--- src/rtl/rumble_effect_slot_mixer_core_macros.svh ---
// ----------------------------------------------------------------------------
// rumble_effect_slot_mixer_core_macros
// Assertion macros shared by the slot mixer RTL; empty under synthesis.
// ----------------------------------------------------------------------------
`ifndef RUMBLE_EFFECT_SLOT_MIXER_CORE_MACROS_SVH
`define RUMBLE_EFFECT_SLOT_MIXER_CORE_MACROS_SVH

`ifndef SYNTHESIS

// same-cycle implication
`define RSMIX_ASSERT_NOW(lbl, clk, rst, ante, cons) \
   lbl: assert property (@(posedge clk) disable iff (rst) (ante) |-> (cons)) \
      else $error("rsmix assertion failed");

// next-cycle implication
`define RSMIX_ASSERT_NXT(lbl, clk, rst, ante, cons) \
   lbl: assert property (@(posedge clk) disable iff (rst) (ante) |=> (cons)) \
      else $error("rsmix assertion failed");

`else

`define RSMIX_ASSERT_NOW(lbl, clk, rst, ante, cons)
`define RSMIX_ASSERT_NXT(lbl, clk, rst, ante, cons)

`endif

`endif

--- src/rtl/rsmix_pkg.sv ---
// ----------------------------------------------------------------------------
// rsmix_pkg
// Request codes, status codes and the beat types shared by the slot mixer.
// ----------------------------------------------------------------------------
package rsmix_pkg;

   localparam int LEVEL_BITS = 7;
   localparam int MAG_SHIFT  = 9;
   localparam logic [LEVEL_BITS-1:0] LEVEL_MAX = 7'h7f;

   localparam logic [2:0] MODE_UPLOAD = 3'd0;
   localparam logic [2:0] MODE_UPDATE = 3'd1;
   localparam logic [2:0] MODE_PLAY   = 3'd2;
   localparam logic [2:0] MODE_STOP   = 3'd3;
   localparam logic [2:0] MODE_ERASE  = 3'd4;
   localparam logic [2:0] MODE_FLUSH  = 3'd5;
   localparam logic [2:0] MODE_NONFF  = 3'd6;

   localparam logic [2:0] ST_OK      = 3'd0;
   localparam logic [2:0] ST_INVALID = 3'd1;
   localparam logic [2:0] ST_NOSPACE = 3'd2;
   localparam logic [2:0] ST_DENIED  = 3'd3;
   localparam logic [2:0] ST_REPLAY  = 3'd4;

   typedef struct packed {
      logic [2:0]            mode;
      logic [2:0]            slot;
      logic                  rumble;
      logic [LEVEL_BITS-1:0] left;
      logic [LEVEL_BITS-1:0] right;
      logic [15:0]           dly;
      logic [15:0]           len;
   } cmd_type;

   // walks the cell chain one cell per cycle
   typedef struct packed {
      logic                  valid;
      logic [2:0]            status;
      logic [2:0]            aslot;
      logic                  pkt;
      logic                  taken;
      logic [LEVEL_BITS-1:0] sum_l;
      logic [LEVEL_BITS-1:0] sum_r;
   } wave_type;

endpackage

--- src/rtl/rsmix_cell.sv ---
// ----------------------------------------------------------------------------
// rsmix_cell
// One effect slot: applies the request to its own slot as the wave passes,
// adds its post-request levels to the running saturated sums while it plays.
// ----------------------------------------------------------------------------
module rsmix_cell #(
   parameter int OWNER_BITS = 16,
   parameter int CELL_ID    = 0
) (
   input  logic                    clock,
   input  logic                    reset,
   input  rsmix_pkg::cmd_type      cmd,
   input  logic [OWNER_BITS-1:0]   who,
   input  rsmix_pkg::wave_type     wave_in,
   output rsmix_pkg::wave_type     wave_out
);

   logic                                used_ff, used_in;
   logic                                play_ff, play_in;
   logic [OWNER_BITS-1:0]               owner_ff, owner_in;
   logic [rsmix_pkg::LEVEL_BITS-1:0]    left_ff, left_in;
   logic [rsmix_pkg::LEVEL_BITS-1:0]    right_ff, right_in;
   logic [15:0]                         dly_ff, dly_in;
   logic [15:0]                         len_ff, len_in;
   rsmix_pkg::wave_type                 wave_ff, wave_in_nxt;

   logic                                hit;
   logic                                acc;
   logic [rsmix_pkg::LEVEL_BITS:0]      add_l, add_r;

   assign hit = (32'(cmd.slot) == CELL_ID);
   assign acc = hit && used_ff && ((who == '0) || (owner_ff == who));

   always_comb begin
      used_in     = used_ff;
      play_in     = play_ff;
      owner_in    = owner_ff;
      left_in     = left_ff;
      right_in    = right_ff;
      dly_in      = dly_ff;
      len_in      = len_ff;
      wave_in_nxt = wave_in;
      add_l       = '0;
      add_r       = '0;
      if (wave_in.valid) begin
         case (cmd.mode)
            rsmix_pkg::MODE_UPLOAD: begin
               if (cmd.rumble && !wave_in.taken && !used_ff) begin
                  used_in            = 1'b1;
                  play_in            = 1'b0;
                  owner_in           = who;
                  left_in            = cmd.left;
                  right_in           = cmd.right;
                  dly_in             = cmd.dly;
                  len_in             = cmd.len;
                  wave_in_nxt.taken  = 1'b1;
                  wave_in_nxt.status = rsmix_pkg::ST_OK;
                  wave_in_nxt.aslot  = 3'(CELL_ID);
               end
            end
            rsmix_pkg::MODE_UPDATE: begin
               if (cmd.rumble && acc) begin
                  if (play_ff && ((dly_ff != cmd.dly) || (len_ff != cmd.len))) begin
                     wave_in_nxt.status = rsmix_pkg::ST_REPLAY;
                  end else begin
                     left_in            = cmd.left;
                     right_in           = cmd.right;
                     dly_in             = cmd.dly;
                     len_in             = cmd.len;
                     wave_in_nxt.status = rsmix_pkg::ST_OK;
                     wave_in_nxt.pkt    = play_ff;
                  end
               end
            end
            rsmix_pkg::MODE_PLAY, rsmix_pkg::MODE_STOP, rsmix_pkg::MODE_ERASE: begin
               if (acc) begin
                  play_in            = (cmd.mode == rsmix_pkg::MODE_PLAY);
                  wave_in_nxt.status = rsmix_pkg::ST_OK;
                  wave_in_nxt.pkt    = 1'b1;
                  if (cmd.mode == rsmix_pkg::MODE_ERASE) begin
                     used_in = 1'b0;
                  end
               end
            end
            rsmix_pkg::MODE_FLUSH: begin
               if (used_ff && (owner_ff == who)) begin
                  used_in         = 1'b0;
                  play_in         = 1'b0;
                  wave_in_nxt.pkt = 1'b1;
               end
            end
            default: begin
            end
         endcase
         // post-request contribution, sums saturate at full scale
         if (used_in && play_in) begin
            add_l = {1'b0, wave_in.sum_l} + {1'b0, left_in};
            add_r = {1'b0, wave_in.sum_r} + {1'b0, right_in};
         end else begin
            add_l = {1'b0, wave_in.sum_l};
            add_r = {1'b0, wave_in.sum_r};
         end
         wave_in_nxt.sum_l = add_l[rsmix_pkg::LEVEL_BITS] ? rsmix_pkg::LEVEL_MAX :
                             add_l[rsmix_pkg::LEVEL_BITS-1:0];
         wave_in_nxt.sum_r = add_r[rsmix_pkg::LEVEL_BITS] ? rsmix_pkg::LEVEL_MAX :
                             add_r[rsmix_pkg::LEVEL_BITS-1:0];
      end
   end

   always_ff @(posedge clock) begin
      if (reset) begin
         used_ff <= 1'b0;
         play_ff <= 1'b0;
         wave_ff <= '0;
      end else begin
         used_ff <= used_in;
         play_ff <= play_in;
         wave_ff <= wave_in_nxt;
      end
   end

   always_ff @(posedge clock) begin
      owner_ff <= owner_in;
      left_ff  <= left_in;
      right_ff <= right_in;
      dly_ff   <= dly_in;
      len_ff   <= len_in;
   end

   assign wave_out = wave_ff;

endmodule

--- src/rtl/rumble_effect_slot_mixer_core.sv ---
// ----------------------------------------------------------------------------
// rumble_effect_slot_mixer_core
// Eight-slot rumble effect table with owner checks and a saturated mixer.
// ----------------------------------------------------------------------------
// Each request beat launches a wave down a chain of NUM_SLOTS slot cells,
// one cell per cycle; every cell applies the request to its own slot and
// adds its levels to the running motor sums. The result passes the head
// register and the cells toward the response register, and a new request is
// only taken once the last result has moved into the response register.
// A finished response may wait on rsp_stall while the next request runs.
module rumble_effect_slot_mixer_core #(
   parameter int NUM_SLOTS  = 8,
   parameter int OWNER_BITS = 16
) (
   input  logic        clock,
   input  logic        reset,
   input  logic        req_valid,
   output logic        req_stall,
   input  logic [2:0]  req_mode,
   input  logic [2:0]  req_slot,
   input  logic [15:0] req_requester,
   input  logic        req_is_rumble,
   input  logic [15:0] req_strong_magnitude,
   input  logic [15:0] req_weak_magnitude,
   input  logic [15:0] req_replay_delay,
   input  logic [15:0] req_replay_length,
   output logic        rsp_valid,
   input  logic        rsp_stall,
   output logic [2:0]  rsp_status,
   output logic [2:0]  rsp_assigned_slot,
   output logic        rsp_packet_sent,
   output logic [6:0]  rsp_left_level,
   output logic [6:0]  rsp_right_level
);

`include "rumble_effect_slot_mixer_core_macros.svh"

   rsmix_pkg::cmd_type      cmd_ff, cmd_in;
   logic [OWNER_BITS-1:0]   who_ff, who_in;
   rsmix_pkg::wave_type     head_ff, head_in;
   rsmix_pkg::wave_type     park_ff, park_in;
   rsmix_pkg::wave_type     rsp_ff, rsp_in;
   logic                    busy_ff, busy_in;
   rsmix_pkg::wave_type     chain [0:NUM_SLOTS];
   rsmix_pkg::wave_type     tail;
   logic [NUM_SLOTS:0]      wave_vld;
   logic                    accept;
   logic                    rsp_free;

   assign accept   = req_valid && !req_stall;
   assign rsp_free = !rsp_ff.valid || !rsp_stall;
   assign tail     = chain[NUM_SLOTS];

   always_comb begin
      cmd_in  = cmd_ff;
      who_in  = who_ff;
      head_in = '0;
      if (accept) begin
         cmd_in.mode   = req_mode;
         cmd_in.slot   = req_slot;
         cmd_in.rumble = req_is_rumble;
         cmd_in.left   = 7'(req_weak_magnitude >> rsmix_pkg::MAG_SHIFT);
         cmd_in.right  = 7'(req_strong_magnitude >> rsmix_pkg::MAG_SHIFT);
         cmd_in.dly    = req_replay_delay;
         cmd_in.len    = req_replay_length;
         who_in        = OWNER_BITS'(req_requester);
         head_in.valid = 1'b1;
         case (req_mode)
            rsmix_pkg::MODE_UPLOAD: begin
               head_in.status = req_is_rumble ? rsmix_pkg::ST_NOSPACE :
                                                rsmix_pkg::ST_INVALID;
            end
            rsmix_pkg::MODE_UPDATE: begin
               head_in.status = req_is_rumble ? rsmix_pkg::ST_DENIED :
                                                rsmix_pkg::ST_INVALID;
               head_in.aslot  = req_slot;
            end
            rsmix_pkg::MODE_PLAY, rsmix_pkg::MODE_STOP, rsmix_pkg::MODE_ERASE: begin
               head_in.status = rsmix_pkg::ST_DENIED;
               head_in.aslot  = req_slot;
            end
            rsmix_pkg::MODE_FLUSH: begin
               head_in.status = rsmix_pkg::ST_OK;
            end
            default: begin
               head_in.status = rsmix_pkg::ST_INVALID;
            end
         endcase
      end
   end

   always_comb begin
      busy_in = busy_ff;
      park_in = park_ff;
      rsp_in  = rsp_ff;
      if (rsp_free) begin
         rsp_in.valid = 1'b0;
      end
      if (tail.valid) begin
         if (rsp_free) begin
            rsp_in  = tail;
            busy_in = 1'b0;
         end else begin
            park_in = tail;
         end
      end else if (park_ff.valid && rsp_free) begin
         rsp_in        = park_ff;
         park_in.valid = 1'b0;
         busy_in       = 1'b0;
      end
      if (accept) begin
         busy_in = 1'b1;
      end
   end

   always_ff @(posedge clock) begin
      if (reset) begin
         busy_ff <= 1'b0;
         head_ff <= '0;
         park_ff <= '0;
         rsp_ff  <= '0;
      end else begin
         busy_ff <= busy_in;
         head_ff <= head_in;
         park_ff <= park_in;
         rsp_ff  <= rsp_in;
      end
   end

   always_ff @(posedge clock) begin
      cmd_ff <= cmd_in;
      who_ff <= who_in;
   end

   assign chain[0] = head_ff;

   for (genvar k = 0; k < NUM_SLOTS; k++) begin : g_cell
      rsmix_cell #(
         .OWNER_BITS (OWNER_BITS),
         .CELL_ID    (k)
      ) u_cell (
         .clock    (clock),
         .reset    (reset),
         .cmd      (cmd_ff),
         .who      (who_ff),
         .wave_in  (chain[k]),
         .wave_out (chain[k+1])
      );
   end

   for (genvar k = 0; k <= NUM_SLOTS; k++) begin : g_vld
      assign wave_vld[k] = chain[k].valid;
   end

   assign req_stall         = busy_ff;
   assign rsp_valid         = rsp_ff.valid;
   assign rsp_status        = rsp_ff.status;
   assign rsp_assigned_slot = rsp_ff.aslot;
   assign rsp_packet_sent   = rsp_ff.pkt;
   assign rsp_left_level    = rsp_ff.pkt ? rsp_ff.sum_l : '0;
   assign rsp_right_level   = rsp_ff.pkt ? rsp_ff.sum_r : '0;

   `RSMIX_ASSERT_NOW(a_one_wave, clock, reset, 1'b1, $onehot0({wave_vld, park_ff.valid}))
   `RSMIX_ASSERT_NXT(a_accept_busy, clock, reset, accept, busy_ff)
   `RSMIX_ASSERT_NOW(a_idle_empty, clock, reset, !busy_ff, (wave_vld == '0) && !park_ff.valid)
   `RSMIX_ASSERT_NXT(a_tail_park, clock, reset, tail.valid && !rsp_free, park_ff.valid)

endmodule
--- config.mk ---
export PLATFORM = sky130hd
export DESIGN_NAME = rumble_effect_slot_mixer_core
export DESIGN_NICKNAME = d
export VERILOG_FILES = /design/src/rtl/rsmix_pkg.sv /design/src/rtl/rsmix_cell.sv /design/src/rtl/rumble_effect_slot_mixer_core.sv
export VERILOG_INCLUDE_DIRS = /design/src /design/src/rtl
export SDC_FILE = /design/constraint.sdc
export NUM_CORES = 2
export LEC_CHECK = 0
export BUFFER_PORTS_ARGS = -buffer_cell sky130_fd_sc_hd__buf_2
export CORE_MARGIN = 3
export CORE_UTILIZATION = 60
export DETAILED_ROUTE_END_ITERATION = 6
export PLACE_DENSITY = 0.77
export SLEW_MARGIN = 20
export SYNTH_ARGS = -nofsm -noshare
export SYNTH_HDL_FRONTEND = slang
export SYNTH_HIERARCHICAL = 1
export SYNTH_SLANG_ARGS = --single-unit
--- constraint.sdc ---
create_clock -name clock -period 11.4 [get_ports clock]
set_input_delay 1.14 -clock clock [delete_from_list [all_inputs] [get_ports clock]]
set_output_delay 1.14 -clock clock [all_outputs]
set_load 0.005 [all_outputs]
==> reports/summary.txt <==
Hold Crit Class: reg -> reg
Detailed Route WL: 84.7 mm
Worst skew pair latency: 0.64 ns
Lkg Pwr: 15.9 nW
Path depth of the worst reg2reg path: 16
Crit end category: flop
Most frequent cells in the layout: edfxtp_1 (565), xor2_1 (339), dfxtp_1 (249), nor2_1 (188), a21oi_1 (147)
Syn Inst Count: 3,148
Initial antenna violation count: 1
Worst-path clk slew: 0.06 ns
Clock power share: 0.428
CTS sink cnt: 815
Detailed-router iteration count before antenna repair: 5
Pre-CTS WS: 5.68 ns
Via Count: 25,700
Setup Fix Bufs, Post-CTS: 0
Yosys Warn Count: 6
Cell at the root of the clock tree: clkbuf_16
Grt ovf: 0
VDD IR max: 0.137 mV
Vias in the first global route: 25,400
CP Launch Point: cmd_ff[7]$_DFFE_PP_
Final setup fails: 0
Buffers on Ports: 95
CP Launch Type: flop
Post-route setup slack: 5.60 ns
DRC Markers: 0
Drt via density: 6.09
Power Density: 145 mW/mm^2
Synthesized area: 0.0392 sq mm
Worst path buffer plus inverter count: 0
Die Span X: 262 um
CP Cell Sequence: xor2_1 -> nor4_1 -> nand4_1 -> o21ai_0 -> a31oi_1 -> nor3_4 -> mux2_2 -> ha_1 -> fa_1 -> a21o_1 -> a21oi_1 -> o21bai_1 -> a21oi_1 -> xnor2_1 -> nor2_1 -> a211oi_2
Status: completed
Gp weighted congestion: 0.900
R2r setup slk: 5.60 ns
Switch Pwr: 0.00142 W
Die area: 0.0685 sq mm
Core Region: 0.0646 sq mm
Ports: 114
Min-Delay Endpoint: g_cell[7].u_cell/wave_out[20]$_SDFF_PP0_
Worst slew pin tran: 1.02 ns
CP Max Fanout: 16
Largest net degree at the start of global routing: 71
Max Clock Freq: 0.172 GHz
Max clock buf depth: 3
Critical path type: reg -> reg
Fin cells: 4,228
Commonest non-fill, non-tap cell in the layout: edfxtp_1
Final worst-path cycle share: 0.509
Ratio of cells with drive above 1 in the final layout: 0.134
CP max stage cell: nor4_1
Internal power: 0.00490 W
Clock skew: 0.0206 ns
Nets: 3,522
CTS tree: built
Area Overhead vs Synth: 10.7%
Slowest stage delay, CP: 0.70 ns
Switch share: 0.224
Site Rows: 93
# placed instances: 4,071
Required time of the critical path: 11.96 ns
Max-cap viol count: 0
Reg2reg end: g_cell[7].u_cell/wave_out[13]$_SDFF_PP0_
CP arrival: 6.36 ns
Total track usage: 0.246
Comb pwr share: 0.056
Top delay family on crit path: simple AND/OR/NAND/NOR gates
Die H: 262 um
Final Hold Viols: 0
Mapped Avg Cell Area: 12.5 sq um
Worst R2R Start: cmd_ff[7]$_DFFE_PP_
CTS Buf Count: 85
Max-slew violations: 0
Avg WL per Cell: 20.0 um
H-tree depth: 3
ANT nets after route: 0
Initial DRC Count: 2,086
Initial Utilization: 0.608
Min cycle time layout: 5.80 ns
Hold depth: 1
Hold Startpoint: g_cell[6].u_cell/wave_out[20]$_SDFF_PP0_
Hold WS: 0.427 ns
Setup TNS: 0 ns
PostCTS Resize Cnt: 0
First-pass GRT wire length: 134 mm
Flop pwr share: 0.516
Unrepaired setup endpoints after global routing: no
Hold buffer count at cts: 0
Most common cell on crit path: a21oi_1
DP Wirelength: 56.6 mm
Fill cell count: 4,523
Relative slew margins: 0.319
Diodes inserted: 0
[area by class of cell]
cell class                 count  area [sq um]  area share
inverter                      80           300     0.00691
tap                          855          1070      0.0246
multi-input combinational   2182         16500       0.380
clock buffer                 119          2340      0.0538
timing repair buffer         139           812      0.0187
clock inverter                38           425     0.00979
sequential                   815         22000       0.506
[sequential cells by signal, indices dropped and copies added (netlist names), 3 cells and up, named ones only]
| register | cells |
|---|---|
| chain | 6 |
| cmd_ff | 53 |
| g_cell.u_cell/dly_ff | 128 |
| g_cell.u_cell/left_ff | 56 |
| g_cell.u_cell/len_ff | 128 |
| g_cell.u_cell/owner_ff | 128 |
| g_cell.u_cell/play_ff | 8 |
| g_cell.u_cell/right_ff | 56 |
| g_cell.u_cell/used_ff | 8 |
| g_cell.u_cell/wave_out | 183 |
| park_ff | 22 |
| rsp_assigned_slot | 3 |
| rsp_ff | 14 |
| rsp_status | 3 |
| who_ff | 16 |
[through the flow]
stage	cell area (sq um)	util	total power, W
3_3_place_gp	40700	0.630	0.00365
3_5_place_dp	40700	0.630	0.00366
2_1_floorplan	39400	-	0.00355
6_report	43400	0.673	0.00631
5_1_grt	43400	0.673	0.00652
4_1_cts	43400	0.673	0.00636
[how the worst max path moves through the flow]
stage	slack [ns]	endpoint	depth (start not counted)
after global routing	5.29	g_cell[7].u_cell/wave_out[13]$_SDFF_PP0_	16
after floorplan	5.88	g_cell[7].u_cell/dly_ff[0]$_DFFE_PP_	6
after detailed placement	5.68	g_cell[7].u_cell/wave_out[13]$_SDFF_PP0_	16
after CTS	5.65	g_cell[7].u_cell/wave_out[13]$_SDFF_PP0_	16
after global placement	5.84	g_cell[7].u_cell/wave_out[13]$_SDFF_PP0_	16
final	5.60	g_cell[7].u_cell/wave_out[13]$_SDFF_PP0_	16
[routing by layer]
metal / GRT usage / vias up / wire (um) / share of wire
met5: 0 / - / 11 / 0.00013
met4: 0.0781 / 2 / 2030 / 0.024
met2: 0.420 / 856 / 41500 / 0.49
met3: 0.0392 / 164 / 5090 / 0.060
li1: - / 12100 / - / -
met1: 0.323 / 12600 / 36100 / 0.43
[power by group through the flow]
stage | Combinational, W | Clock (W) | Sequential [W]
global route | 0.000386 | 0.00287 | 0.00326
CTS | 0.000345 | 0.00276 | 0.00326
floorplan | 0.000235 | 0 | 0.00332
finish | 0.000351 | 0.00270 | 0.00326
global placement | 0.000328 | 0 | 0.00332
detailed placement | 0.000342 | 0 | 0.00332
Note: power is estimated with default switching activity, not from simulation.
